$ cat src/irc_message_tokenizer_macros.svh
//------------------------------------------------------------------------------
// IRC message tokenizer assertion macros
// Concurrent assertion wrappers; they compile to nothing when SYNTH is set.
// Users must have clk and rst in scope.
//------------------------------------------------------------------------------
`ifndef IRC_MESSAGE_TOKENIZER_MACROS_SVH
`define IRC_MESSAGE_TOKENIZER_MACROS_SVH

`ifndef SYNTH
`define IRC_MT_ASSERT_IMP(lbl, ante, cons) \
  lbl: assert property (@(posedge clk) disable iff (rst) (ante) |-> (cons)) \
    else $error("irc tokenizer: implication check failed");
`define IRC_MT_ASSERT_NXT(lbl, ante, cons) \
  lbl: assert property (@(posedge clk) disable iff (rst) (ante) |=> (cons)) \
    else $error("irc tokenizer: next-cycle check failed");
`else
`define IRC_MT_ASSERT_IMP(lbl, ante, cons)
`define IRC_MT_ASSERT_NXT(lbl, ante, cons)
`endif

`endif

$ cat src/irc_mt_pkg.sv
//------------------------------------------------------------------------------
// IRC tokenizer package
// Shared types, character codes and result builder.
//------------------------------------------------------------------------------
`default_nettype none

package irc_mt_pkg;

  localparam int MAX_PARAMS = 15;
  localparam int RES_SLOTS  = 5;
  localparam int CNT_W      = $clog2(RES_SLOTS + 1);

  localparam logic [7:0] CH_COLON = 8'h3A;
  localparam logic [7:0] CH_SPACE = 8'h20;
  localparam logic [7:0] CH_CR    = 8'h0D;
  localparam logic [7:0] CH_LF    = 8'h0A;
  localparam logic [7:0] CH_LO_A  = 8'h61;
  localparam logic [7:0] CH_LO_Z  = 8'h7A;
  localparam logic [7:0] CASE_OFS = 8'h20;
  localparam logic [7:0] RUN_MAX  = 8'hFF;

  typedef enum logic [2:0] {
    PH_START  = 3'd0,
    PH_PREFIX = 3'd1,
    PH_CSKIP  = 3'd2,
    PH_CMD    = 3'd3,
    PH_PSKIP  = 3'd4,
    PH_PARAM  = 3'd5,
    PH_TRAIL  = 3'd6,
    PH_DONE   = 3'd7
  } phase_t;

  typedef enum logic [1:0] {
    KIND_DATA = 2'd0,
    KIND_RUN  = 2'd1,
    KIND_END  = 2'd2,
    KIND_MSG  = 2'd3
  } kind_t;

  typedef enum logic [1:0] {
    FLD_PREFIX = 2'd0,
    FLD_CMD    = 2'd1,
    FLD_PARAM  = 2'd2
  } field_t;

  typedef struct packed {
    logic [7:0] data;
    logic       last;
  } in_item_t;

  typedef struct packed {
    kind_t      kind;
    field_t     field;
    logic [3:0] param_index;
    logic [7:0] data_value;
    logic [7:0] run_length;
    logic       is_trailing;
    logic       overflow;
    logic       malformed;
    logic       last_result;
  } res_t;

  typedef res_t [RES_SLOTS-1:0] batch_t;

  function automatic res_t mk_res(input kind_t k, input field_t f, input logic [3:0] idx,
                                  input logic [7:0] dv, input logic [7:0] rl,
                                  input logic tr, input logic ovf, input logic mal);
    res_t r;
    r.kind        = k;
    r.field       = f;
    r.param_index = idx;
    r.data_value  = dv;
    r.run_length  = rl;
    r.is_trailing = tr;
    r.overflow    = ovf;
    r.malformed   = mal;
    r.last_result = 1'b0;
    return r;
  endfunction

  // index of the open parameter; zero before the first one
  function automatic logic [3:0] cur_idx(input logic [3:0] pc);
    return (pc != 4'd0) ? pc - 4'd1 : 4'd0;
  endfunction

endpackage

`default_nettype wire

$ cat src/irc_mt_inreg.sv
//------------------------------------------------------------------------------
// IRC tokenizer input register
// Holds one accepted byte until the parser takes it.
//------------------------------------------------------------------------------
`default_nettype none

module irc_mt_inreg
  import irc_mt_pkg::*;
(
  input  logic       clk,
  input  logic       rst,
  input  logic       in_valid,
  output logic       in_stall,
  input  logic [7:0] data_byte,
  input  logic       last_byte,
  input  logic       advance,
  output logic       full,
  output in_item_t   item
);

  logic accept;

  assign in_stall = full && !advance;
  assign accept   = in_valid && !in_stall;

  always_ff @(posedge clk) begin
    if (rst) begin
      full <= 1'b0;
    end else if (accept) begin
      full <= 1'b1;
    end else if (advance) begin
      full <= 1'b0;
    end
  end

  always_ff @(posedge clk) begin
    if (accept) begin
      item.data <= data_byte;
      item.last <= last_byte;
    end
  end

endmodule

`default_nettype wire

$ cat src/irc_mt_parser.sv
//------------------------------------------------------------------------------
// IRC tokenizer parser
// Message state and the per-byte decode into a batch of up to five results.
//------------------------------------------------------------------------------
`default_nettype none

module irc_mt_parser
  import irc_mt_pkg::*;
(
  input  logic             clk,
  input  logic             rst,
  input  logic             advance,
  input  in_item_t         item,
  output batch_t           batch,
  output logic [CNT_W-1:0] batch_count
);

  phase_t     phase, phase_next;
  logic [3:0] param_count, param_count_next;
  logic [7:0] pending_newlines, pending_newlines_next;
  logic       param_open, param_open_next;
  logic       trailing_mode, trailing_mode_next;
  logic       overflow_seen, overflow_seen_next;

  logic [7:0] b;
  logic       is_nl;
  logic       is_colon;
  res_t       cmd_res;
  phase_t     cmd_ph;
  logic       mal;
  batch_t     res;
  logic [CNT_W-1:0] n;

  assign b        = item.data;
  assign is_nl    = (b == CH_CR) || (b == CH_LF);
  assign is_colon = (b == CH_COLON);

  // command byte: a space ends the command, a-z is upper-cased
  always_comb begin
    if (b == CH_SPACE) begin
      cmd_res = mk_res(KIND_END, FLD_CMD, 4'd0, 8'd0, 8'd0, 1'b0, 1'b0, 1'b0);
      cmd_ph  = PH_PSKIP;
    end else begin
      cmd_res = mk_res(KIND_DATA, FLD_CMD, 4'd0,
                       ((b >= CH_LO_A) && (b <= CH_LO_Z)) ? b - CASE_OFS : b,
                       8'd0, 1'b0, 1'b0, 1'b0);
      cmd_ph  = PH_CMD;
    end
  end

  always_comb begin
    phase_next            = phase;
    param_count_next      = param_count;
    pending_newlines_next = pending_newlines;
    param_open_next       = param_open;
    trailing_mode_next    = trailing_mode;
    overflow_seen_next    = overflow_seen;
    mal                   = 1'b0;
    n                     = '0;
    res                   = '0;

    case (phase)
      PH_START: begin
        if (is_colon) begin
          phase_next = PH_PREFIX;
        end else begin
          res[n] = cmd_res; n = n + 1'b1;
          phase_next = cmd_ph;
        end
      end
      PH_PREFIX: begin
        if (b == CH_SPACE) begin
          res[n] = mk_res(KIND_END, FLD_PREFIX, 4'd0, 8'd0, 8'd0, 1'b0, 1'b0, 1'b0);
          n = n + 1'b1;
          phase_next = PH_CSKIP;
        end else begin
          res[n] = mk_res(KIND_DATA, FLD_PREFIX, 4'd0, b, 8'd0, 1'b0, 1'b0, 1'b0);
          n = n + 1'b1;
        end
      end
      PH_CSKIP: begin
        if (b != CH_SPACE) begin
          res[n] = cmd_res; n = n + 1'b1;
          phase_next = cmd_ph;
        end
      end
      PH_CMD: begin
        res[n] = cmd_res; n = n + 1'b1;
        phase_next = cmd_ph;
      end
      PH_PSKIP: begin
        if (b != CH_SPACE) begin
          // close the previous parameter; a CR/LF drops its held run
          if (param_open_next) begin
            if (!is_nl && (pending_newlines_next != 8'd0)) begin
              res[n] = mk_res(KIND_RUN, FLD_PARAM, cur_idx(param_count_next), 8'd0,
                              pending_newlines_next, trailing_mode_next, 1'b0, 1'b0);
              n = n + 1'b1;
            end
            pending_newlines_next = 8'd0;
            res[n] = mk_res(KIND_END, FLD_PARAM, cur_idx(param_count_next), 8'd0, 8'd0,
                            trailing_mode_next, 1'b0, 1'b0);
            n = n + 1'b1;
            param_open_next    = 1'b0;
            trailing_mode_next = 1'b0;
          end
          if (is_nl) begin
            phase_next = PH_DONE;
          end else if (param_count_next >= 4'(MAX_PARAMS)) begin
            overflow_seen_next = 1'b1;
            phase_next         = PH_DONE;
          end else begin
            param_count_next      = param_count_next + 4'd1;
            param_open_next       = 1'b1;
            trailing_mode_next    = is_colon;
            pending_newlines_next = 8'd0;
            if (is_colon) begin
              phase_next = PH_TRAIL;
            end else begin
              res[n] = mk_res(KIND_DATA, FLD_PARAM, cur_idx(param_count_next), b, 8'd0,
                              1'b0, 1'b0, 1'b0);
              n = n + 1'b1;
              phase_next = PH_PARAM;
            end
          end
        end
      end
      PH_PARAM, PH_TRAIL: begin
        if ((phase == PH_PARAM) && (b == CH_SPACE)) begin
          phase_next = PH_PSKIP;
        end else if (b == CH_LF) begin
          if (pending_newlines == RUN_MAX) begin
            overflow_seen_next = 1'b1;
          end else begin
            pending_newlines_next = pending_newlines + 8'd1;
          end
        end else begin
          if (pending_newlines != 8'd0) begin
            res[n] = mk_res(KIND_RUN, FLD_PARAM, cur_idx(param_count), 8'd0,
                            pending_newlines, trailing_mode, 1'b0, 1'b0);
            n = n + 1'b1;
            pending_newlines_next = 8'd0;
          end
          res[n] = mk_res(KIND_DATA, FLD_PARAM, cur_idx(param_count), b, 8'd0,
                          (phase == PH_TRAIL), 1'b0, 1'b0);
          n = n + 1'b1;
        end
      end
      default: begin
      end
    endcase

    if (item.last) begin
      case (phase_next)
        PH_PREFIX: mal = 1'b1;
        PH_START, PH_CSKIP, PH_CMD: begin
          res[n] = mk_res(KIND_END, FLD_CMD, 4'd0, 8'd0, 8'd0, 1'b0, 1'b0, 1'b0);
          n = n + 1'b1;
        end
        PH_PSKIP, PH_PARAM, PH_TRAIL: begin
          // held run at the end of the last parameter is dropped
          if (param_open_next) begin
            res[n] = mk_res(KIND_END, FLD_PARAM, cur_idx(param_count_next), 8'd0, 8'd0,
                            trailing_mode_next, 1'b0, 1'b0);
            n = n + 1'b1;
          end
        end
        default: begin
        end
      endcase
      res[n] = mk_res(KIND_MSG, FLD_PREFIX, 4'd0, 8'd0, 8'd0, 1'b0,
                      overflow_seen_next, mal);
      n = n + 1'b1;
      phase_next            = PH_START;
      param_count_next      = 4'd0;
      pending_newlines_next = 8'd0;
      param_open_next       = 1'b0;
      trailing_mode_next    = 1'b0;
      overflow_seen_next    = 1'b0;
    end

    if (n != '0) begin
      res[n - 1'b1].last_result = 1'b1;
    end
  end

  assign batch       = res;
  assign batch_count = n;

  always_ff @(posedge clk) begin
    if (rst) begin
      phase            <= PH_START;
      param_count      <= 4'd0;
      pending_newlines <= 8'd0;
      param_open       <= 1'b0;
      trailing_mode    <= 1'b0;
      overflow_seen    <= 1'b0;
    end else if (advance) begin
      phase            <= phase_next;
      param_count      <= param_count_next;
      pending_newlines <= pending_newlines_next;
      param_open       <= param_open_next;
      trailing_mode    <= trailing_mode_next;
      overflow_seen    <= overflow_seen_next;
    end
  end

endmodule

`default_nettype wire

$ cat src/irc_mt_outbuf.sv
//------------------------------------------------------------------------------
// IRC tokenizer result buffer
// Five-slot shift buffer that hands out one result per cycle while out_stall is low.
//------------------------------------------------------------------------------
`default_nettype none

module irc_mt_outbuf
  import irc_mt_pkg::*;
(
  input  logic             clk,
  input  logic             rst,
  input  logic             advance,
  input  batch_t           batch,
  input  logic [CNT_W-1:0] batch_count,
  output logic             load_ok,
  output logic             out_valid,
  input  logic             out_stall,
  output res_t             head
);

  batch_t           slots;
  logic [CNT_W-1:0] rem;
  logic             take;

  assign out_valid = (rem != '0);
  assign take      = out_valid && !out_stall;
  // a new batch may land as the last queued result leaves
  assign load_ok   = (rem == '0) || ((rem == CNT_W'(1)) && take);
  assign head      = slots[0];

  always_ff @(posedge clk) begin
    if (rst) begin
      rem <= '0;
    end else if (advance) begin
      rem <= batch_count;
    end else if (take) begin
      rem <= rem - 1'b1;
    end
  end

  always_ff @(posedge clk) begin
    if (advance) begin
      slots <= batch;
    end else if (take) begin
      for (int i = 0; i < RES_SLOTS - 1; i++) begin
        slots[i] <= slots[i + 1];
      end
    end
  end

endmodule

`default_nettype wire

$ cat src/irc_message_tokenizer.sv
// IRC message tokenizer: takes one message byte per cycle unless stalled and tags it as
// prefix, command or parameter, giving data, newline-run, token-end and message-end
// results. A byte is accepted every cycle as long as results drain; a byte yields
// zero to five results, and results leave one per cycle from a five-slot buffer
// unless out_stall holds them, so the input stalls behind a byte with more than one
// result while the output is busy. A byte passes through the input register, then
// the decode into the result buffer, before its first result appears.
//------------------------------------------------------------------------------
// IRC message tokenizer top level
// Input register, byte decode with message state, and result buffer.
//------------------------------------------------------------------------------
`default_nettype none

`include "irc_message_tokenizer_macros.svh"

module irc_message_tokenizer
  import irc_mt_pkg::*;
(
  input  logic       clk,
  input  logic       rst,
  input  logic       in_valid,
  output logic       in_stall,
  input  logic [7:0] data_byte,
  input  logic       last_byte,
  output logic       out_valid,
  input  logic       out_stall,
  output logic [1:0] kind,
  output logic [1:0] field,
  output logic [3:0] param_index,
  output logic [7:0] data_value,
  output logic [7:0] run_length,
  output logic       is_trailing,
  output logic       overflow,
  output logic       malformed,
  output logic       last_result
);

  in_item_t         item;
  logic             full;
  logic             load_ok;
  logic             advance;
  batch_t           batch;
  logic [CNT_W-1:0] batch_count;
  res_t             head;

  assign advance = full && load_ok;

  irc_mt_inreg u_inreg (
    .clk       (clk),
    .rst       (rst),
    .in_valid  (in_valid),
    .in_stall  (in_stall),
    .data_byte (data_byte),
    .last_byte (last_byte),
    .advance   (advance),
    .full      (full),
    .item      (item)
  );

  irc_mt_parser u_parser (
    .clk         (clk),
    .rst         (rst),
    .advance     (advance),
    .item        (item),
    .batch       (batch),
    .batch_count (batch_count)
  );

  irc_mt_outbuf u_outbuf (
    .clk         (clk),
    .rst         (rst),
    .advance     (advance),
    .batch       (batch),
    .batch_count (batch_count),
    .load_ok     (load_ok),
    .out_valid   (out_valid),
    .out_stall   (out_stall),
    .head        (head)
  );

  assign kind        = head.kind;
  assign field       = head.field;
  assign param_index = head.param_index;
  assign data_value  = head.data_value;
  assign run_length  = head.run_length;
  assign is_trailing = head.is_trailing;
  assign overflow    = head.overflow;
  assign malformed   = head.malformed;
  assign last_result = head.last_result;

  `IRC_MT_ASSERT_IMP(a_msg_end_is_last, out_valid && (kind == KIND_MSG), last_result)
  `IRC_MT_ASSERT_IMP(a_flags_only_on_msg, out_valid && (kind != KIND_MSG), !overflow && !malformed)
  `IRC_MT_ASSERT_IMP(a_run_nonzero, out_valid && (kind == KIND_RUN), run_length != 8'd0)
  `IRC_MT_ASSERT_IMP(a_index_param_only, out_valid && (field != FLD_PARAM), (param_index == 4'd0) && !is_trailing)

endmodule

`default_nettype wire

$ cat config.mk
export PLATFORM = sky130hd
export DESIGN_NAME = irc_message_tokenizer
export DESIGN_NICKNAME = d
export VERILOG_FILES = /design/src/irc_mt_pkg.sv /design/src/irc_mt_inreg.sv /design/src/irc_mt_parser.sv /design/src/irc_mt_outbuf.sv /design/src/irc_message_tokenizer.sv
export VERILOG_INCLUDE_DIRS = /design/src /design/src/src
export SDC_FILE = /design/constraint.sdc
export NUM_CORES = 1
export LEC_CHECK = 0
export ABC_AREA = 1
export BUFFER_PORTS_ARGS = -buffer_cell sky130_fd_sc_hd__buf_2
export CAP_MARGIN = 40
export CORE_ASPECT_RATIO = 0.8
export CORE_MARGIN = 10
export CORE_UTILIZATION = 45
export CTS_BUF_LIST = sky130_fd_sc_hd__clkbuf_4 sky130_fd_sc_hd__clkbuf_8 sky130_fd_sc_hd__clkbuf_16
export CTS_CLUSTER_DIAMETER = 80
export DETAILED_ROUTE_END_ITERATION = 10
export PLACE_DENSITY = 0.7
export SKIP_LAST_GASP = 1
export SYNTH_ARGS = -nofsm -noshare
export SYNTH_HDL_FRONTEND = slang
export SYNTH_HIERARCHICAL = 1
export SYNTH_SLANG_ARGS = --single-unit
$ cat constraint.sdc
create_clock -name clk -period 4.8 [get_ports clk]
set_clock_uncertainty 0.1 [all_clocks]
set_input_delay 1.2 -clock clk [delete_from_list [all_inputs] [get_ports clk]]
set_output_delay 1.2 -clock clk [all_outputs]
set_load 0.02 [all_outputs]
# After elaboration in Yosys (flattened, before gate mapping)
# Cells that the tools add are included.
dict set report word_totals {
  register_bits 171
  in_bits 13
  out_inout_bits 30
  wordCells 273
}
dict set report classes {
  addsub 13
  order_cmp 15
  eq_ne 23
  mux 127
  bitwise_logic 3
  reduce_logical 37
}
# operator count
set op_table {}
lappend op_table {{$mux 140} 13}
lappend op_table {{$bwmux 140} 6}
lappend op_table {{$demux 28 s3} 6}
lappend op_table {{$mux 28} 15}
lappend op_table {{$pmux 140 s2} 1}
lappend op_table {{$mux 112} 2}
lappend op_table {{$pmux 112 s2} 1}
lappend op_table {{$pmux 28 s6} 1}
lappend op_table {{$and 130x130->130} 1}
lappend op_table {{$not 130->130} 1}
lappend op_table {{$mux 3} 28}
lappend op_table {{$mux 8} 10}
lappend op_table {{$mux 27} 2}
lappend op_table {{$mux 4} 8}
lappend op_table {{$mux 1} 27}
lappend op_table {{$lt 3x4->1 const B} 6}
lappend op_table {{$eq 3x3->1 const B} 6}
lappend op_table {{$ge 3x1->1 const B} 6}
lappend op_table {{$pmux 3 s6} 1}
lappend op_table {{$eq 8x4->1 const B} 2}
lappend op_table {{$eq 8x6->1 const B} 2}
lappend op_table {{$pmux 8 s2} 1}
lappend op_table {{$add 3x1->3 const B} 5}
lappend op_table {{$pmux 3 s5} 1}
lappend op_table {{31 further kinds} 66}

# Depth between registers and ports, before layout
dict set report logic_depth {
  ltp_word 32
  ltp_mapped 25
}

# By module
# Netlist, hierarchy kept.
# module instances cells_per_inst area_per_inst_um2 seq_area_each_um2
set by_module_without_submodules {}
lappend by_module_without_submodules {irc_mt_outbuf 1 564 6089.6 4264.1}
lappend by_module_without_submodules {irc_mt_parser 1 714 4159.0 360.3}
lappend by_module_without_submodules {irc_mt_inreg 1 16 316.6 290.3}
lappend by_module_without_submodules {irc_message_tokenizer 1 2 7.5 0.0}

# Worst setup path after synthesis
# OpenSTA, ideal clock, no wires.
dict set report synth_path {
  kind {input -> register}
  start {in out_stall}
  end {reg u_outbuf.slots, in the netlist u_outbuf/head[0] (enable)}
  setup_time_ns 0.424
  arrival_ns 3.705
  setup_slack_ns 0.571
  cell_stages 8
  n_path_buf 1
  cell_sequence {inv_1 -> nand3_1 -> nand2_1 -> nand2_1 -> inv_1 -> buf_6 -> inv_4 -> nand2_2}
}
dict set report synth_via {
  elab_chain_cells 6
}
# item line
set synth_lines {}
lappend synth_lines {{start: declaration} irc_message_tokenizer.sv:26} ;# input logic out_stall,
lappend synth_lines {{$logic_not 1->1} irc_mt_outbuf.sv:26} ;# assign take = out_valid && !out_stall;
lappend synth_lines {{$logic_and 1x1->1} irc_mt_outbuf.sv:26}
lappend synth_lines {{$logic_and 1x1->1} irc_mt_outbuf.sv:28} ;# assign load_ok = (rem == '0) || ((rem == CNT_W'(1)) && take);
lappend synth_lines {{$logic_or 1x1->1} irc_mt_outbuf.sv:28}
lappend synth_lines {{via load_ok} irc_message_tokenizer.sv:40} ;# logic load_ok;
lappend synth_lines {{$logic_and 1x1->1} irc_message_tokenizer.sv:46} ;# assign advance = full && load_ok;
lappend synth_lines {{via advance} irc_message_tokenizer.sv:41} ;# logic advance;
lappend synth_lines {{$reduce_bool 2->1 (no source line)} n/a}
lappend synth_lines {{end signal: assignment} irc_mt_outbuf.sv:43} ;# slots <= batch;
lappend synth_lines {{end signal: indexed assignment} irc_mt_outbuf.sv:46} ;# slots[i] <= slots[i + 1];
lappend synth_lines {{end: declaration} irc_mt_outbuf.sv:21} ;# batch_t slots;
# The timed path passes the listed nets, and every way through them passes these cells.
# A chain may end at the register's enable or synchronous reset.

==> metrics <==
outcome complete, no violations; # rows 50; top post-synthesis cells by area edfxtp_1 (42%), nand2_1 (18%), buf_4 (6.6%); Pre-Repair DR Iteration Count 6; worst relative slew slack 0.426; Crit Path Class flop to flop; routed vias between 8k and 9k; Final setup viols 0; final wirelength 24600 um; initial drt markers approximately 950; Post-Syn Instances approximately 1.3k; leak pwr 0.00491 uW; ys async rst share 0; top cells by count, synth nand2_1 (500), edfxtp_1 (149), buf_4 (93), nor2_1 (78); area of the mapped netlist 10600 um2; cts bufs inserted 17; via/cell ratio slightly below 5; most common cell in the synthesized netlist nand2_1; PD cells 547 nW/um2; peak fanout along the critical path 11; port bufs 42; dpl hpwl 17100 um; CTS root buf clkbuf_16; clk buf depth 2; Yosys top cell area share 0.423; VDD IR max approximately 0.35 mV; antenna-violating nets left 0; core region area between 20000 and 25000 um2; Worst-path clk slew ~0.080 ns; final slew viol count 0; EDFF count, synth 149; largest net degree at the start of global routing a little under 90; Synth area leader edfxtp_1; Max Fclk 246 MHz; post-synth cell types 48; die area 30100 um2; Syn Area/Cell slightly above 8 um2; Total Power ~6000 uW; Yosys reg bits 171; Hold WC Path Type flop to flop; global route overflow 0; routed len/inst ~15 um; GPL Wtd Cong between 0.9 and 1; clock sink total ~170; DRC violations left 0; sequential area share after synthesis 0.465; Startpoint Class flop; Yosys Warn Count 6; DIE WIDTH about 190 um; final layout net count ~1.3k; first-pass GRT wire length about 40000 um; RSZ-0062 raised after global routing no; area delta synth->final 6.14%; Setup TNS 0 ns; fin crit share 0.847; Critical Path End Type flop; worst slew pin tran around 0.86 ns; gr usage total 0.168; n_diodes 0; H-Tree Depth 4; initial core utilization 0.454; IO Count 43; Arr. time, crit path roughly 4.2 ns; post_cts resized 0; Setup Fix Bufs, Post-CTS 0; number of global-route vias before repair approximately 7.5k; ys flop type edfxtp_1; Die Y between 150 and 200 um; Final Critical Period 4.07 ns; clock latency on the worst-skew pair roughly 0.45 ns; max-cap viol count 0; WP data required just under 5 ns; initial antenna violation count 0; hold_buf cts 0; Final Hold Fails 0; layout cells sized above 1 0.148; CTS tree done
## final cells by class
cell class,instances,area (um2)
multi-input combinational,962,4600
timing repair buffer,55,338
fill,2235,12100
tap,312,390
sequential,171,4910
clock buffer,17,425
inverter,91,352
clock inverter,15,204
## path summary, 6_finish.rpt
| path | from | end | slack [ns] | cells after the start |
|---|---|---|---|---|
| setup / recovery | u_inreg/item[6]$_DFFE_PP_ | u_outbuf/slots[84]$_DFFE_PP_ | 0.73 | 18 |
| hold / removal | u_outbuf/rem[1]$_SDFFE_PP0P_ | u_outbuf/rem[1]$_SDFFE_PP0P_ | 0.39 | 2 |
| hold reg to reg | u_outbuf/rem[1]$_SDFFE_PP0P_ | u_outbuf/rem[1]$_SDFFE_PP0P_ | 0.39 | 2 |
| setup reg to reg | u_inreg/item[6]$_DFFE_PP_ | u_outbuf/slots[84]$_DFFE_PP_ | 0.73 | 18 |
## through the flow
stage               std cells  hold WS (ns)  setup WS [ns]   util  area (um2)
floorplan                1356         0.355          0.571      -       10800
global route             1623         0.420          0.511  0.482       11200
CTS                      1623         0.392          0.734  0.482       11200
detailed placement       1591         0.381          0.765  0.455       10600
finish                   1623         0.390          0.734  0.482       11200
global placement         1589         0.373          0.969  0.454       10600
## routing by layer
layer	global-route usage	vias up	routed length (um)
li1	-	4075	-
met3	0.0310	15	1480
met1	0.246	3724	12200
met4	0.0401	0	226
met2	0.249	228	10800
met5	0	-	0
## where the power goes
group          switching [uW]  internal [uW]  leakage (uW)
Combinational            1470            562       0.00300
Sequential                159           2480       0.00161
Clock                     700            757      0.000306
Total                    2330           3800       0.00491
## worst max-delay path, cell delays in order, from the launching register on
cell and delay, ns:
edfxtp_1 0.50, ha_1 0.26, nand3_1 0.13, nor2_4 0.08, nor2_2 0.50, nand3_1 0.32, o21ai_4 0.21, nand3_4 0.15
nand2_4 0.12, nand2_1 0.07, nand2_2 0.12, ha_1 0.25, a21oi_1 0.22, ha_1 0.21, ha_1 0.26, nand3b_1 0.14
nor2_1 0.06, nand2_1 0.06, nand2_1 0.05
## cells in the final DEF (no fill, tap or decap), types with 8 or more instances in the layout
master / count
nand2_1: 500
edfxtp_1: 149
nor2_1: 78
nand3_1: 75
inv_1: 74
conb_1: 61
a21oi_1: 49
buf_2: 43
o21ai_0: 35
nand2_2: 25
dfxtp_1: 22
clkbuf_16: 17
ha_1: 15
nor3_1: 13
inv_2: 12
nand2_4: 12
nor2_2: 11
buf_4: 10
a21oi_2: 10
nand3_2: 9
o22ai_1: 8
## cell families after synthesis
kind of cell	after synthesis	synth area share
buffers and inverters	223	0.122
adders and majority gates	15	0.0178
AOI/OAI and AO/OA	130	0.0735
and+or+nand+nor	752	0.318
DFF	171	0.465
other	1	0.000355
xor gates and xnor gates	4	0.00331
## state kept, by name, indices dropped and copies added (netlist names)
register / cells
u_parser/param_count: 4
u_parser/param_open: 1
u_outbuf/head: 28
u_outbuf/rem: 3
u_inreg/full: 1
u_parser/pending_newlines: 8
u_inreg/item: 9
u_parser/overflow_seen: 1
u_outbuf/slots: 112
u_parser/phase: 3
u_parser/trailing_mode: 1
(Power assumes the default switching activity.)
